$ cat src/design/ttgs_pkg.sv
// Shared types and constants for the text terminal cursor controller.
`timescale 1ns / 1ps
`default_nettype none

package ttgs_pkg;

    localparam logic [1:0] CFG_COLUMNS = 2'd0;
    localparam logic [1:0] CFG_ROWS    = 2'd1;
    localparam logic [1:0] CFG_PEN     = 2'd2;

    localparam logic [8:0] COLUMNS_RESET = 9'd80;
    localparam logic [6:0] ROWS_RESET    = 7'd25;
    localparam logic [7:0] PEN_RESET     = 8'd0;

    localparam logic [7:0] CH_BEL   = 8'h07;
    localparam logic [7:0] CH_BS    = 8'h08;
    localparam logic [7:0] CH_TAB   = 8'h09;
    localparam logic [7:0] CH_LF    = 8'h0a;
    localparam logic [7:0] CH_VT    = 8'h0b;
    localparam logic [7:0] CH_FF    = 8'h0c;
    localparam logic [7:0] CH_CR    = 8'h0d;
    localparam logic [7:0] CH_ESC   = 8'h1b;
    localparam logic [7:0] CH_SPACE = 8'h20;
    localparam logic [7:0] CH_DEL   = 8'h7f;

    // Steps of the restoring reduction of the top row after a row count change.
    localparam logic [2:0] NORM_STEPS = 3'd6;

    typedef struct packed {
        logic [7:0] col;
        logic [5:0] row;
        logic [5:0] top;
    } cursor_t;

    typedef struct packed {
        logic       write_valid;
        logic [5:0] write_row;
        logic [7:0] write_col;
        logic [6:0] write_glyph;
        logic [7:0] write_attribute;
        logic       clear_valid;
        logic [5:0] clear_row;
        logic       escape_seen;
        logic [7:0] cursor_col;
        logic [5:0] cursor_row;
        logic [5:0] top_row;
    } result_t;

endpackage

`default_nettype wire

$ cat src/design/ttgs_core.sv
// Combinational cursor update for one byte of the terminal stream.
`timescale 1ns / 1ps
`default_nettype none

module ttgs_core
    import ttgs_pkg::*;
#(
    parameter int TAB_STOP = 8
)
(
    input  logic [7:0] byte_in,
    input  cursor_t    cur,
    input  logic [8:0] ncols,
    input  logic [6:0] nrows,
    input  logic [7:0] pen,
    output cursor_t    nxt,
    output result_t    res
);

    logic [8:0] tab_tab [256];
    logic [7:0] last_col;
    logic [5:0] last_row;
    logic [7:0] col_c;
    logic [5:0] row_c;
    logic [6:0] row_sum;
    logic [5:0] phys_row;
    logic       row_last;
    logic [5:0] top_inc;
    logic [8:0] tab_next;
    logic [7:0] tab_col;
    logic       col_wrap;
    logic       do_feed;

    // Next tab stop for every column, worked out at elaboration.
    for (genvar i = 0; i < 256; i++) begin : g_tab
        assign tab_tab[i] = 9'((i / TAB_STOP + 1) * TAB_STOP);
    end

    assign last_col = 8'(ncols - 9'd1);
    assign last_row = 6'(nrows - 7'd1);
    assign col_c    = (cur.col > last_col) ? last_col : cur.col;
    assign row_c    = (cur.row > last_row) ? last_row : cur.row;
    assign row_sum  = {1'b0, cur.top} + {1'b0, row_c};
    assign phys_row = (row_sum >= nrows) ? 6'(row_sum - nrows) : row_sum[5:0];
    assign row_last = ({1'b0, row_c} + 7'd1) >= nrows;
    assign top_inc  = (({1'b0, cur.top} + 7'd1) == nrows) ? 6'd0 : 6'(cur.top + 6'd1);
    assign tab_next = tab_tab[col_c];
    assign tab_col  = (tab_next < {1'b0, last_col}) ? tab_next[7:0] : last_col;
    assign col_wrap = ({1'b0, col_c} + 9'd1) >= ncols;

    always_comb
    begin
        nxt     = '{col: col_c, row: row_c, top: cur.top};
        res     = '0;
        do_feed = 1'b0;
        priority if (byte_in == CH_ESC)
        begin
            res.escape_seen = 1'b1;
        end
        else if (byte_in == CH_CR)
        begin
            nxt.col = 8'd0;
        end
        else if (byte_in == CH_LF || byte_in == CH_VT || byte_in == CH_FF)
        begin
            do_feed = 1'b1;
        end
        else if (byte_in == CH_BS)
        begin
            if (col_c != 8'd0)
            begin
                nxt.col = col_c - 8'd1;
            end
        end
        else if (byte_in == CH_TAB)
        begin
            nxt.col = tab_col;
        end
        else if (byte_in == CH_BEL || byte_in < CH_SPACE)
        begin
            nxt.col = col_c;
        end
        else if (byte_in < CH_DEL)
        begin
            res.write_valid     = 1'b1;
            res.write_row       = phys_row;
            res.write_col       = col_c;
            res.write_glyph     = byte_in[6:0];
            res.write_attribute = pen;
            if (col_wrap)
            begin
                nxt.col = 8'd0;
                do_feed = 1'b1;
            end
            else
            begin
                nxt.col = col_c + 8'd1;
            end
        end
        else
        begin
            nxt.col = col_c;
        end

        if (do_feed)
        begin
            if (!row_last)
            begin
                nxt.row = row_c + 6'd1;
            end
            else
            begin
                // The old top line becomes the new, blank bottom line.
                res.clear_valid = 1'b1;
                res.clear_row   = cur.top;
                nxt.top         = top_inc;
            end
        end

        res.cursor_col = nxt.col;
        res.cursor_row = nxt.row;
        res.top_row    = nxt.top;
    end

endmodule

`default_nettype wire

$ cat src/design/text_terminal_ground_state.sv
// Top level of the text terminal cursor controller.
`timescale 1ns / 1ps
`default_nettype none

// Takes one byte per item and returns one result item per byte, at a sustained
// rate of one item per clock cycle while results are taken and no top-row
// reduction runs. An item is captured in an input register; its cursor update
// is computed combinationally and held in a result register when the output
// advances. While a finished result waits to be taken, one more byte is
// accepted into the input register, and in_ready then stays low until the
// result is taken. A CFG_ROWS write starts a reduction of the circular top-row
// pointer by the new row count, one quotient bit per cycle, with in_ready low.
module text_terminal_ground_state
    import ttgs_pkg::*;
#(
    parameter int MAX_COLS = 256,
    parameter int MAX_ROWS = 64,
    parameter int TAB_STOP = 8
)
(
    input  logic       clk,
    input  logic       rst_n,
    input  logic       in_valid,
    output logic       in_ready,
    input  logic [7:0] byte_in,
    output logic       out_valid,
    input  logic       out_ready,
    output logic       write_valid,
    output logic [5:0] write_row,
    output logic [7:0] write_col,
    output logic [6:0] write_glyph,
    output logic [7:0] write_attribute,
    output logic       clear_valid,
    output logic [5:0] clear_row,
    output logic       escape_seen,
    output logic [7:0] cursor_col_out,
    output logic [5:0] cursor_row_out,
    output logic [5:0] top_row_out,
    input  logic       cfg_valid,
    output logic       cfg_ready,
    input  logic [1:0] cfg_index,
    input  logic [8:0] cfg_data
);

    logic [8:0]  columns_reg;
    logic [6:0]  rows_reg;
    logic [7:0]  pen_reg;
    logic        in_valid_reg;
    logic [7:0]  byte_reg;
    logic        out_valid_reg;
    result_t     result_reg;
    cursor_t     cursor_reg;
    logic [5:0]  top_norm_reg;
    logic [2:0]  norm_cnt_reg;
    logic [8:0]  ncols;
    logic [6:0]  nrows;
    cursor_t     cursor_cur;
    cursor_t     cursor_next;
    result_t     result_next;
    logic        advance;
    logic        fire;
    logic        norm_busy;
    logic [2:0]  norm_shift;
    logic [11:0] norm_div;
    logic [11:0] norm_top;

    assign ncols = (columns_reg == 9'd0) ? 9'd1 :
                   (columns_reg > 9'(MAX_COLS)) ? 9'(MAX_COLS) : columns_reg;
    assign nrows = (rows_reg == 7'd0) ? 7'd1 :
                   (rows_reg > 7'(MAX_ROWS)) ? 7'(MAX_ROWS) : rows_reg;

    assign cfg_ready  = 1'b1;
    assign norm_busy  = norm_cnt_reg != 3'd0;
    assign norm_shift = norm_cnt_reg - 3'd1;
    assign norm_div   = 12'(nrows) << norm_shift;
    assign norm_top   = 12'(top_norm_reg);
    assign advance    = !out_valid_reg || out_ready;
    assign fire       = in_valid_reg && advance;
    assign in_ready   = !norm_busy && (!in_valid_reg || advance);

    // The top row left by the last byte is reduced by the current row count.
    assign cursor_cur = '{col: cursor_reg.col, row: cursor_reg.row, top: top_norm_reg};

    ttgs_core #(
        .TAB_STOP(TAB_STOP)
    ) u_core (
        .byte_in(byte_reg),
        .cur    (cursor_cur),
        .ncols  (ncols),
        .nrows  (nrows),
        .pen    (pen_reg),
        .nxt    (cursor_next),
        .res    (result_next)
    );

    always_ff @(posedge clk or negedge rst_n)
    begin
        if (!rst_n)
        begin
            columns_reg  <= COLUMNS_RESET;
            rows_reg     <= ROWS_RESET;
            pen_reg      <= PEN_RESET;
            norm_cnt_reg <= 3'd0;
        end
        else if (cfg_valid && cfg_ready)
        begin
            unique case (cfg_index)
                CFG_COLUMNS:
                begin
                    columns_reg <= cfg_data;
                end
                CFG_ROWS:
                begin
                    rows_reg     <= cfg_data[6:0];
                    norm_cnt_reg <= NORM_STEPS;
                end
                CFG_PEN:
                begin
                    pen_reg <= cfg_data[7:0];
                end
                default:
                begin
                    pen_reg <= pen_reg;
                end
            endcase
        end
        else if (norm_busy)
        begin
            norm_cnt_reg <= norm_cnt_reg - 3'd1;
        end
    end

    always_ff @(posedge clk or negedge rst_n)
    begin
        if (!rst_n)
        begin
            cursor_reg   <= '0;
            top_norm_reg <= 6'd0;
        end
        else if (fire)
        begin
            cursor_reg   <= cursor_next;
            top_norm_reg <= cursor_next.top;
        end
        else if (cfg_valid && cfg_ready && cfg_index == CFG_ROWS)
        begin
            top_norm_reg <= cursor_reg.top;
        end
        else if (norm_busy && norm_top >= norm_div)
        begin
            top_norm_reg <= 6'(norm_top - norm_div);
        end
    end

    always_ff @(posedge clk or negedge rst_n)
    begin
        if (!rst_n)
        begin
            in_valid_reg  <= 1'b0;
            out_valid_reg <= 1'b0;
        end
        else
        begin
            if (in_valid && in_ready)
            begin
                in_valid_reg <= 1'b1;
            end
            else if (fire)
            begin
                in_valid_reg <= 1'b0;
            end
            if (fire)
            begin
                out_valid_reg <= 1'b1;
            end
            else if (out_ready)
            begin
                out_valid_reg <= 1'b0;
            end
        end
    end

    always_ff @(posedge clk)
    begin
        if (in_valid && in_ready)
        begin
            byte_reg <= byte_in;
        end
        if (fire)
        begin
            result_reg <= result_next;
        end
    end

    assign out_valid       = out_valid_reg;
    assign write_valid     = result_reg.write_valid;
    assign write_row       = result_reg.write_row;
    assign write_col       = result_reg.write_col;
    assign write_glyph     = result_reg.write_glyph;
    assign write_attribute = result_reg.write_attribute;
    assign clear_valid     = result_reg.clear_valid;
    assign clear_row       = result_reg.clear_row;
    assign escape_seen     = result_reg.escape_seen;
    assign cursor_col_out  = result_reg.cursor_col;
    assign cursor_row_out  = result_reg.cursor_row;
    assign top_row_out     = result_reg.top_row;

endmodule

`default_nettype wire

$ cat config.mk
export PLATFORM = sky130hd
export DESIGN_NAME = text_terminal_ground_state
export DESIGN_NICKNAME = d
export VERILOG_FILES = /design/src/design/ttgs_pkg.sv /design/src/design/ttgs_core.sv /design/src/design/text_terminal_ground_state.sv
export SDC_FILE = /design/constraint.sdc
export NUM_CORES = 1
export LEC_CHECK = 0
export BUFFER_PORTS_ARGS = -buffer_cell sky130_fd_sc_hd__buf_4
export CAP_MARGIN = 20
export CORE_UTILIZATION = 45
export CTS_CLUSTER_SIZE = 12
export DETAILED_ROUTE_END_ITERATION = 7
export GPL_TIMING_DRIVEN = 1
export PLACE_DENSITY = 0.68
export SETUP_SLACK_MARGIN = 0.05
export SLEW_MARGIN = 20
export SYNTH_ARGS = -nofsm -noshare
export SYNTH_HDL_FRONTEND = slang
export SYNTH_HIERARCHICAL = 1
export SYNTH_SLANG_ARGS = --single-unit
$ cat constraint.sdc
create_clock -name clk -period 6.7 [get_ports clk]
set_input_delay 1.005 -clock clk [delete_from_list [all_inputs] [get_ports clk]]
set_output_delay 1.005 -clock clk [all_outputs]
set_load 0.02 [all_outputs]
==> flow_summary.yaml, run 1 <==
final_layout:
  postLayoutCellArea_um2: 10350
  fill_cells: 1719
  area_delta_synth_final_pct: 18.53
  utilization_pct: 54.96
  nNetsFinal: 1108
  stdcell_count: 1291
  drive_gt1_share_pct: 22.02
  antennaDiodeCount: 0
  largest_reg_flops: 14
power:
  swShare_pct: 44.23
  power_frac_comb_pct: 61.9
  p_leak_nw: 4.462
  power_density_nw_per_um2: 527.1
  intPower_mw: 3.042
  clkPwrFrac_pct: 16.8
  vdd.ir_drop.worst_mv: 0.2691
  p_seq_share_pct: 21.3
  switchingPower_mw: 2.413
  p_total_mw: 5.454
cts:
  numCtsBuffers: 17
  cts_tree: "done"
  clkLatencyLatePin_ps: 430
  clk_pin_slew_ps: 60
  h-tree-depth: 4
  clk_path_buf_depth: 2
  cts_root_buf: "clkbuf_16"
  cts.sinks: 121
outcome:
  status: "complete, no violations"
placement:
  port_buffers: 83
  placed_area_um2: 9628
  place_inst: 1257
  dpl.hpwl_um: 16730
  gp_congestion: 0.9149
  post-place-ws_ps: 22.91
sta:
  setup_viol: 0
  tns_ps: 0
  rsz0062_at_grt: "true"
  period_share_pct: 94.00
  tightest_slew_ps: 1069
  setup_ws_ps: 402.1
  final-hold-violation-count: 0
  slew_violations: 0
  max_freq_mhz: 158.8
  fin_skew_ps: 11.58
  maxSlewHeadroom_pct: 28.44
  fin_crit_ps: 6298
  hold_ws_ps: 478.6
synth:
  synthCells: 934
  yosys_most_used_dff: "edfxtp_1"
  yosys_warnings: 6
  synth.top_cell.area_share_pct: 22.70
  synth_seq_cells: 121
  synth_fp_nets: 1024
  post_synth_num_cell_types: 82
  netlist_top_cells_area: "edfxtp_1 (23%), dfrtp_1 (14%), ha_1 (9.0%)"
  synth_top_area_cell: "edfxtp_1"
  synth-edff-count: 66
  avgSynthCellArea_um2: 9.348
  ys_async_sr_fraction_pct: 45.45
  syn_area_um2: 8731
  synth_seq_area_share_pct: 38.54
grt:
  grt_pass1_vias: 6919
  grt_pass1_wl_um: 36620
  grt_max_degree: 56
  antenna_found_initial: 0
  gr-total-overflow: 0
  track_usage_pct: 23.99
routing:
  route.vias.total: 7209
  drtIter0Drc: 606
  firstDrtPassIters: 5
  post_drt_wl_per_cell_um: 17.82
  drc: 0
  vias_per_cell: 5.584
  wl_um: 23010
  drtAntennaViolNets: 0
floorplan:
  start_util_pct: 46.37
  die_y_um: 141.3
  rows: 50
  ios: 85
  die_w_um: 141.3
  design.core.area_um2: 18830
  die_area_um2: 19960
worst_setup_path:
  start_kind: "register"
  cpMostUsedCell: "ha_1"
  worst_ep_arrival_time_ps: 6460
  critical-path-slowest-cell: "fa_1"
  critPathMaxStageDelay_ps: 530
  worstSetupEndpointType: "register"
  crit_type: "reg2reg"
  path_max_fanout: 8
  crit_required_ps: 6870
min_path:
  hold_path.class: "reg2reg"
flow_run:
  maxCapViolations: 0
==> cells by family (layout without fill, tap and decap cells) <==
logic type	Yosys count	count (layout)	share of synthesized area, %
simple gates	352	352	19.96
flops	121	121	38.54
compound gates	191	191	15.22
fa+ha+maj	69	69	10.07
mux	46	46	5.646
other cells	1	1	0.04295
buf+inv	107	204	5.804
xor+xnor	47	47	4.715
==> power groups by stage <==
stage                     logic (mW)  registers [mW]  clock network, mW
after global routing            3.74            1.18              0.962
final                           3.37            1.16              0.916
after global placement          3.20            1.17                  0
after detailed placement        3.23            1.18                  0
after floorplan                 2.61            1.13                  0
after CTS                       3.26            1.16              0.929
==> what timing repair did <==
| item | 4_1_cts | 5_1_grt |
|---|---|---|
| hold buffers | 0 | 0 |
| pin swaps | 1 | 5 |
| buffers inserted | 1 | 1 |
| gates cloned | 0 | 0 |
| resized for setup | 0 | 35 |
| setup endpoints to repair | 8 | 58 |
==> layout make-up <==
type	count	area, um2	area share (%)
repair buffers	117	882.1	8.524
inverters	55	207.7	2.007
flip-flops and latches	121	3364	32.51
multi-input cells	706	4982	48.14
clock inverters	14	147.6	1.427
well taps	260	325.3	3.144
clock buffers	18	439.2	4.244
==> cells in the mapped netlist (4+ instances only) <==
cell	number
a211oi_1	11
a21boi_0	4
a21o_1	19
a21oi_1	44
a31oi_1	5
and2_1	24
and3_1	11
buf_4	21
clkbuf_1	25
dfrtp_1	50
dfstp_2	5
edfxtp_1	66
ha_1	63
inv_1	53
mux2_2	21
mux2i_1	23
nand2_1	123
nand2b_1	17
nand3_1	21
nand3b_1	6
nor2_1	63
nor2b_1	24
nor3_1	22
nor3b_1	6
nor4_1	7
o211a_1	5
o211ai_1	7
o21a_1	4
o21ai_0	45
o31ai_1	7
or2_2	4
or3_1	10
xnor2_1	38
xor2_1	9
==> metal layers <==
| layer | part of all wire (%) | track usage [%] |
|---|---|---|
| met1 | 45 | 30.43 |
| met2 | 49 | 40.59 |
| met3 | 4.0 | 4.016 |
| met4 | 2.6 | 9.897 |
| met5 | 0 | 0 |
==> final timing paths <==
kind | end | slack (ps) | start | cells after the start
worst max-delay path | write_row[3]$_DFFE_PP_ | 400 | rows_reg[1]$_DFFE_PN0P_ | 29
worst min-delay path | cursor_cur[6]$_DFFE_PN0P_ | 480 | cursor_cur[6]$_DFFE_PN0P_ | 2
worst max register to register | write_row[3]$_DFFE_PP_ | 400 | rows_reg[1]$_DFFE_PN0P_ | 29
worst min register to register | cursor_cur[6]$_DFFE_PN0P_ | 480 | cursor_cur[6]$_DFFE_PN0P_ | 2
max in group asynchronous | pen_reg[7]$_DFFE_PN0P_ | 5530 | rst_n | 1
min in group asynchronous | cursor_cur[6]$_DFFE_PN0P_ | 650 | rst_n | 1
==> critical path, delay by kind of cell, from the launching register on <==
kind                     cells  cell delay [ps]
AND/OR/NAND/NOR              7             1050
AO/OA/AOI/OAI               12             2150
multiplexers                 2              450
buffers and inverters        3              260
adder cells (fa/ha/maj)      5             1710
flip-flops                   1              430
==> cell usage in the layout, fill, tap and decap left out, types with 4 or more instances in the layout <==
cell type / n
dfstp_2: 5
a31oi_1: 4
o21ai_0: 42
a21boi_0: 4
or2_2: 4
nor3b_1: 6
clkinv_4: 5
buf_4: 116
a21oi_2: 7
a21oi_1: 39
mux2i_1: 19
edfxtp_1: 66
o21a_1: 4
mux2i_2: 4
clkbuf_16: 17
nor3_1: 21
o211ai_1: 7
nor2_1: 60
o211a_1: 4
xor2_1: 9
o31ai_1: 7
nand3b_1: 6
a211oi_1: 10
nand2_1: 122
xnor2_1: 36
nor2_2: 4
and3_1: 11
nand2b_1: 17
and2_1: 24
nor2b_1: 24
nand3_1: 21
dfrtp_1: 50
or3_1: 10
mux2_2: 19
ha_1: 61
inv_1: 51
clkinv_2: 4
a21o_1: 19
nor4_1: 6
Note: power is estimated with default switching activity, not from simulation.
==> run 2: changes to the inputs <==
--- a/config.mk
+++ b/config.mk
@@ -5,7 +5,7 @@
 export SDC_FILE = /design/constraint.sdc
 export NUM_CORES = 1
 export LEC_CHECK = 0
-export BUFFER_PORTS_ARGS = -buffer_cell sky130_fd_sc_hd__buf_4
+export BUFFER_PORTS_ARGS = -buffer_cell sky130_fd_sc_hd__buf_2
 export CAP_MARGIN = 20
 export CORE_UTILIZATION = 45
 export CTS_CLUSTER_SIZE = 12
@@ -18,3 +18,4 @@
 export SYNTH_HDL_FRONTEND = slang
 export SYNTH_HIERARCHICAL = 1
 export SYNTH_SLANG_ARGS = --single-unit
+export TNS_END_PERCENT = 1
==> constraint.sdc (replaced) <==
create_clock -name clk -period 6.7 [get_ports clk]
set_input_delay 1.005 -clock clk [delete_from_list [all_inputs] [get_ports clk]]
set_output_delay 1.005 -clock clk [all_outputs]
set_load 0.01 [all_outputs]
==> flow_summary.yaml, run 2 (synthesis gave the netlist of run 1 again) <==
power:
  p_total_mw: 5.433
  p_leak_nw: 4.405
  power_density_nw_per_um2: 537.4
  vdd.ir_drop.worst_mv: 0.2616
placement:
  port_buffers: 83
  placed_area_um2: 9443
  gp_congestion: 0.9570
  dpl.hpwl_um: 16680
  post-place-ws_ps: 209.4
worst_setup_path:
  worst_ep_arrival_time_ps: 6670
  worstSetupEndpointType: "register"
  crit_type: "reg2reg"
  path_max_fanout: 15
  critical-path-slowest-cell: "o311ai_0"
  critPathMaxStageDelay_ps: 640
  start_kind: "register"
  crit_required_ps: 7060
routing:
  drtIter0Drc: 614
  route.vias.total: 7251
  vias_per_cell: 5.612
  firstDrtPassIters: 5
  drtAntennaViolNets: 0
  wl_um: 22760
  post_drt_wl_per_cell_um: 17.62
  drc: 0
sta:
  fin_skew_ps: 11.22
  max_freq_mhz: 158.3
  maxSlewHeadroom_pct: 48.59
  tightest_slew_ps: 771.1
  fin_crit_ps: 6317
  period_share_pct: 94.28
  setup_viol: 0
  hold_ws_ps: 474.5
  setup_ws_ps: 383.0
  tns_ps: 0
  final-hold-violation-count: 0
  rsz0062_at_grt: "true"
  slew_violations: 0
cts:
  numCtsBuffers: 17
  cts_tree: "done"
  cts.sinks: 121
  postCtsSetupBuffers: 0
  clk_pin_slew_ps: 50
  clk_path_buf_depth: 2
  cts_root_buf: "clkbuf_16"
  h-tree-depth: 4
  clkLatencyLatePin_ps: 420
min_path:
  hold_path.class: "reg2reg"
final_layout:
  area_delta_synth_final_pct: 15.78
  layout_commonest_cell: "nand2_1"
  nNetsFinal: 1109
  layout_common_cells: "nand2_1 (123), buf_2 (83), edfxtp_1 (66)"
  antennaDiodeCount: 0
  fill_cells: 1673
  drive_gt1_share_pct: 20.74
  largest_reg_flops: 14
  postLayoutCellArea_um2: 10110
grt:
  grt_pass1_wl_um: 36600
  grt_pass1_vias: 7001
  antenna_found_initial: 0
  track_usage_pct: 23.90
  gr-total-overflow: 0
  grt_max_degree: 56
floorplan:
  ios: 85
  rows: 50
  die_area_um2: 19960
  start_util_pct: 46.37
  die_w_um: 141.3
  design.core.area_um2: 18830
  die_y_um: 141.3
flow_run:
  maxCapViolations: 0
outcome:
  status: "complete, no violations"
-- run 2: cell types whose count changed in the layout (fill, tap and decap cells not counted), moves of 3 or more --
cell / before / now
clkinv_2: 4 / 7
clkbuf_1: 0 / 5
clkinv_4: 5 / 0
buf_2: 0 / 83
buf_4: 116 / 35
nor2_2: 4 / 1
-- run 2: area by class of cell --
type	instances	area, um2	area share, %
Multi-Input combinational cell	706	4967	49.14
Clock buffer	23	469.2	4.642
Inverter	55	207.7	2.055
Clock inverter	9	96.34	0.9531
Tap cell	260	325.3	3.218
Timing Repair Buffer	118	678.2	6.709
Sequential cell	121	3364	33.28
-- run 2: where the power goes --
part           switching (mW)  internal (mW)
Clock                   0.319          0.564
Sequential              0.172          0.987
Combinational            1.91           1.48
Total                    2.40           3.03
-- run 2: metal layers --
metal / global-route usage, % / share of wire, % / up-vias
met1: 30.92 / 44 / 3511
met4: 9.897 / 2.3 / 0
met3: 4.050 / 4.5 / 35
met5: 0 / 0 / -
met2: 39.68 / 49 / 219
li1: - / - / 3486
-- run 2: final timing paths --
kind	startpoint	to	slack, ps	cells after the start
max reg2reg	columns_reg[6]$_DFFE_PN1P_	cursor_cur[17]$_DFFE_PN0P_	380	29
max	columns_reg[6]$_DFFE_PN1P_	cursor_cur[17]$_DFFE_PN0P_	380	29
min reg2reg	cursor_reg[5]$_DFFE_PN0P_	cursor_reg[5]$_DFFE_PN0P_	470	2
min in group asynchronous	rst_n	cursor_cur[9]$_DFFE_PN0P_	740	2
max in group asynchronous	rst_n	columns_reg[8]$_DFFE_PN0P_	5450	2
min	cursor_reg[5]$_DFFE_PN0P_	cursor_reg[5]$_DFFE_PN0P_	470	2
-- run 2: through the flow --
step | util [%] | std cells
floorplan | - | 934
global placement | 50.15 | 1260
detailed placement | 50.15 | 1260
CTS | 53.18 | 1292
global route | 53.68 | 1292
finish | 53.68 | 1292
-- run 2: timing repair --
action | 4_1_cts | 5_1_grt
pin swaps | 0 | 1
setup endpoints to repair | 5 | 58
hold buffers | 0 | 0
gates resized for setup | 1 | 22
-- run 2: critical path, delay by kind of cell (launching register included) --
family	cells	cell delay, ps
AOI/OAI and AO/OA	10	2140
adders and majority gates	4	1140
and+or+nand+nor	8	1080
buffers and inverters	4	680
DFF	1	540
xor gates and xnor gates	2	360
muxes	1	310
==> run 3: changes to the inputs <==
==> constraint.sdc (replaced) <==
create_clock -name clk -period 6.7 [get_ports clk]
set_input_delay 0.67 -clock clk [delete_from_list [all_inputs] [get_ports clk]]
set_output_delay 0.67 -clock clk [all_outputs]
set_load 0.01 [all_outputs]
==> flow_summary.yaml, run 3 (synthesis gave the netlist of run 1 again) <==
worst_setup_path:
  crit_end: "cursor_cur[15]$_DFFE_PN0P_"
  crit_type: "reg2reg"
  path_max_fanout: 15
  startpoint: "columns_reg[6]$_DFFE_PN1P_"
  rr_endpoint: "cursor_cur[15]$_DFFE_PN0P_"
  critPathMaxStageDelay_ps: 550
  r2r_slack_ps: 470
  worstSetupEndpointType: "register"
  start_kind: "register"
  worst_ep_arrival_time_ps: 6590
  worst-r2r-cell-count: 31
  critical-path-slowest-cell: "dfstp_2"
  crit_required_ps: 7060
  reg2reg_from: "columns_reg[6]$_DFFE_PN1P_"
final_layout:
  layout_common_cells: "nand2_1 (123), buf_2 (83), edfxtp_1 (66)"
  drive_gt1_share_pct: 21.12
  layout_commonest_cell: "nand2_1"
  nNetsFinal: 1109
  antennaDiodeCount: 0
  largest_reg_flops: 14
  area_delta_synth_final_pct: 15.83
  utilization_pct: 53.71
sta:
  slew_violations: 0
  setup_ws_ps: 474.4
  period_share_pct: 92.92
  tns_ps: 0
  fin_crit_ps: 6226
  maxSlewHeadroom_pct: 46.98
  setup_viol: 0
  fin_skew_ps: 7.533
  final-hold-violation-count: 0
  max_freq_mhz: 160.6
  tightest_slew_ps: 795.4
  rsz0062_at_grt: "false"
routing:
  drc: 0
  drtIter0Drc: 571
  vias_per_cell: 5.635
  firstDrtPassIters: 5
  post_drt_wl_per_cell_um: 17.51
  drtAntennaViolNets: 0
  route.vias.total: 7280
  wl_um: 22620
floorplan:
  die_y_um: 141.3
  rows: 50
  die_w_um: 141.3
  ios: 85
  die_area_um2: 19960
  design.core.area_um2: 18830
  start_util_pct: 46.37
grt:
  use_met3_pct: 3.712
  grt_pass1_wl_um: 36290
  gr-total-overflow: 0
  grt.met2_usage_pct: 39.86
  track_usage_pct: 23.49
  grt_pass1_vias: 7014
  antenna_found_initial: 0
  use_met1_pct: 30.00
  grt_max_degree: 56
  top_usage_layer: "met2"
cts:
  numCtsBuffers: 17
  clkLatencyLatePin_ps: 420
  cts_tree: "done"
  cts.sinks: 121
  h-tree-depth: 4
  ctsHoldBuffers: 0
  clk_pin_slew_ps: 60
  clk_path_buf_depth: 2
  cts_root_buf: "clkbuf_16"
  postCtsSetupBuffers: 0
power:
  vdd.ir_drop.worst_mv: 0.2568
  power_density_nw_per_um2: 532.1
  switchingPower_mw: 2.373
  p_seq_share_pct: 21.6
  power_frac_comb_pct: 61.7
  swShare_pct: 44.09
  intPower_mw: 3.009
  p_leak_nw: 4.394
  clkPwrFrac_pct: 16.7
placement:
  port_buffers: 83
  dpl.hpwl_um: 16590
  gp_congestion: 0.9674
  post-place-ws_ps: 225.7
flow_run:
  maxCapViolations: 0
outcome:
  status: "complete, no violations"
min_path:
  hold_path.class: "in2async"
-- run 3: cell count changes in the layout (fill, tap and decap cells not counted), sizes merged --
cell,delta
clkbuf,-6
clkinvlp,+3
inv,+3
-- run 3: how the worst min path moves through the flow --
stage	startpoint	to	cells past startpoint
global placement	cursor_reg[4]$_DFFE_PN0P_	cursor_reg[4]$_DFFE_PN0P_	2
global route	byte_in[4]	byte_reg[4]$_DFFE_PP_	1
floorplan	rst_n	columns_reg[0]$_DFFE_PN0P_	0
finish	rst_n	cursor_cur[9]$_DFFE_PN0P_	2
detailed placement	cursor_cur[6]$_DFFE_PN0P_	cursor_cur[6]$_DFFE_PN0P_	2
CTS	byte_in[3]	byte_reg[3]$_DFFE_PP_	1
-- run 3: cell type report --
cell class,instances,area [um2]
inverter,55,207.7
clock inverter,15,150.1
timing repair buffer,118,678.2
fill,1732,8717
clock buffer,17,425.4
sequential,121,3364
tap,260,325.3
multi-input combinational,706,4962
-- run 3: routing by layer --
metal / up-vias / part of all wire, %
li1: 3479 / -
met1: 3526 / 45
met2: 227 / 48
met3: 48 / 4.4
met4: 0 / 2.3
met5: - / 0
-- run 3: repair_timing --
item,4_1_cts,5_1_grt
setup endpoints to repair,0,47
gates resized for setup,0,23
endpoints found under the hold margin,0,0
-- run 3: power by group through the flow --
stage | clock (mW) | combinational [mW] | sequential (mW)
floorplan | 0 | 2.61 | 1.11
global placement | 0 | 3.18 | 1.17
detailed placement | 0 | 3.21 | 1.17
CTS | 0.917 | 3.24 | 1.16
global route | 0.946 | 3.69 | 1.18
finish | 0.897 | 3.32 | 1.16
-- run 3: per-stage QoR --
step                hold WS, ps  area (um2)  power, mW  instances
global placement          459.5        9443      4.346       1260
finish                    400.8       10110      5.382       1292
floorplan                 374.4        8738      3.720        934
CTS                       411.4       10020      5.316       1292
detailed placement        463.5        9443      4.383       1260
global route              413.1       10110      5.820       1292
-- run 3: critical path, delay by kind of cell, from the launching register on --
family,cells,cell delay (ps)
fa+ha+maj,4,1140
flops,1,550
mux,1,320
compound gates,11,1770
xor+xnor,2,360
buf+inv,4,670
simple gates,9,1350
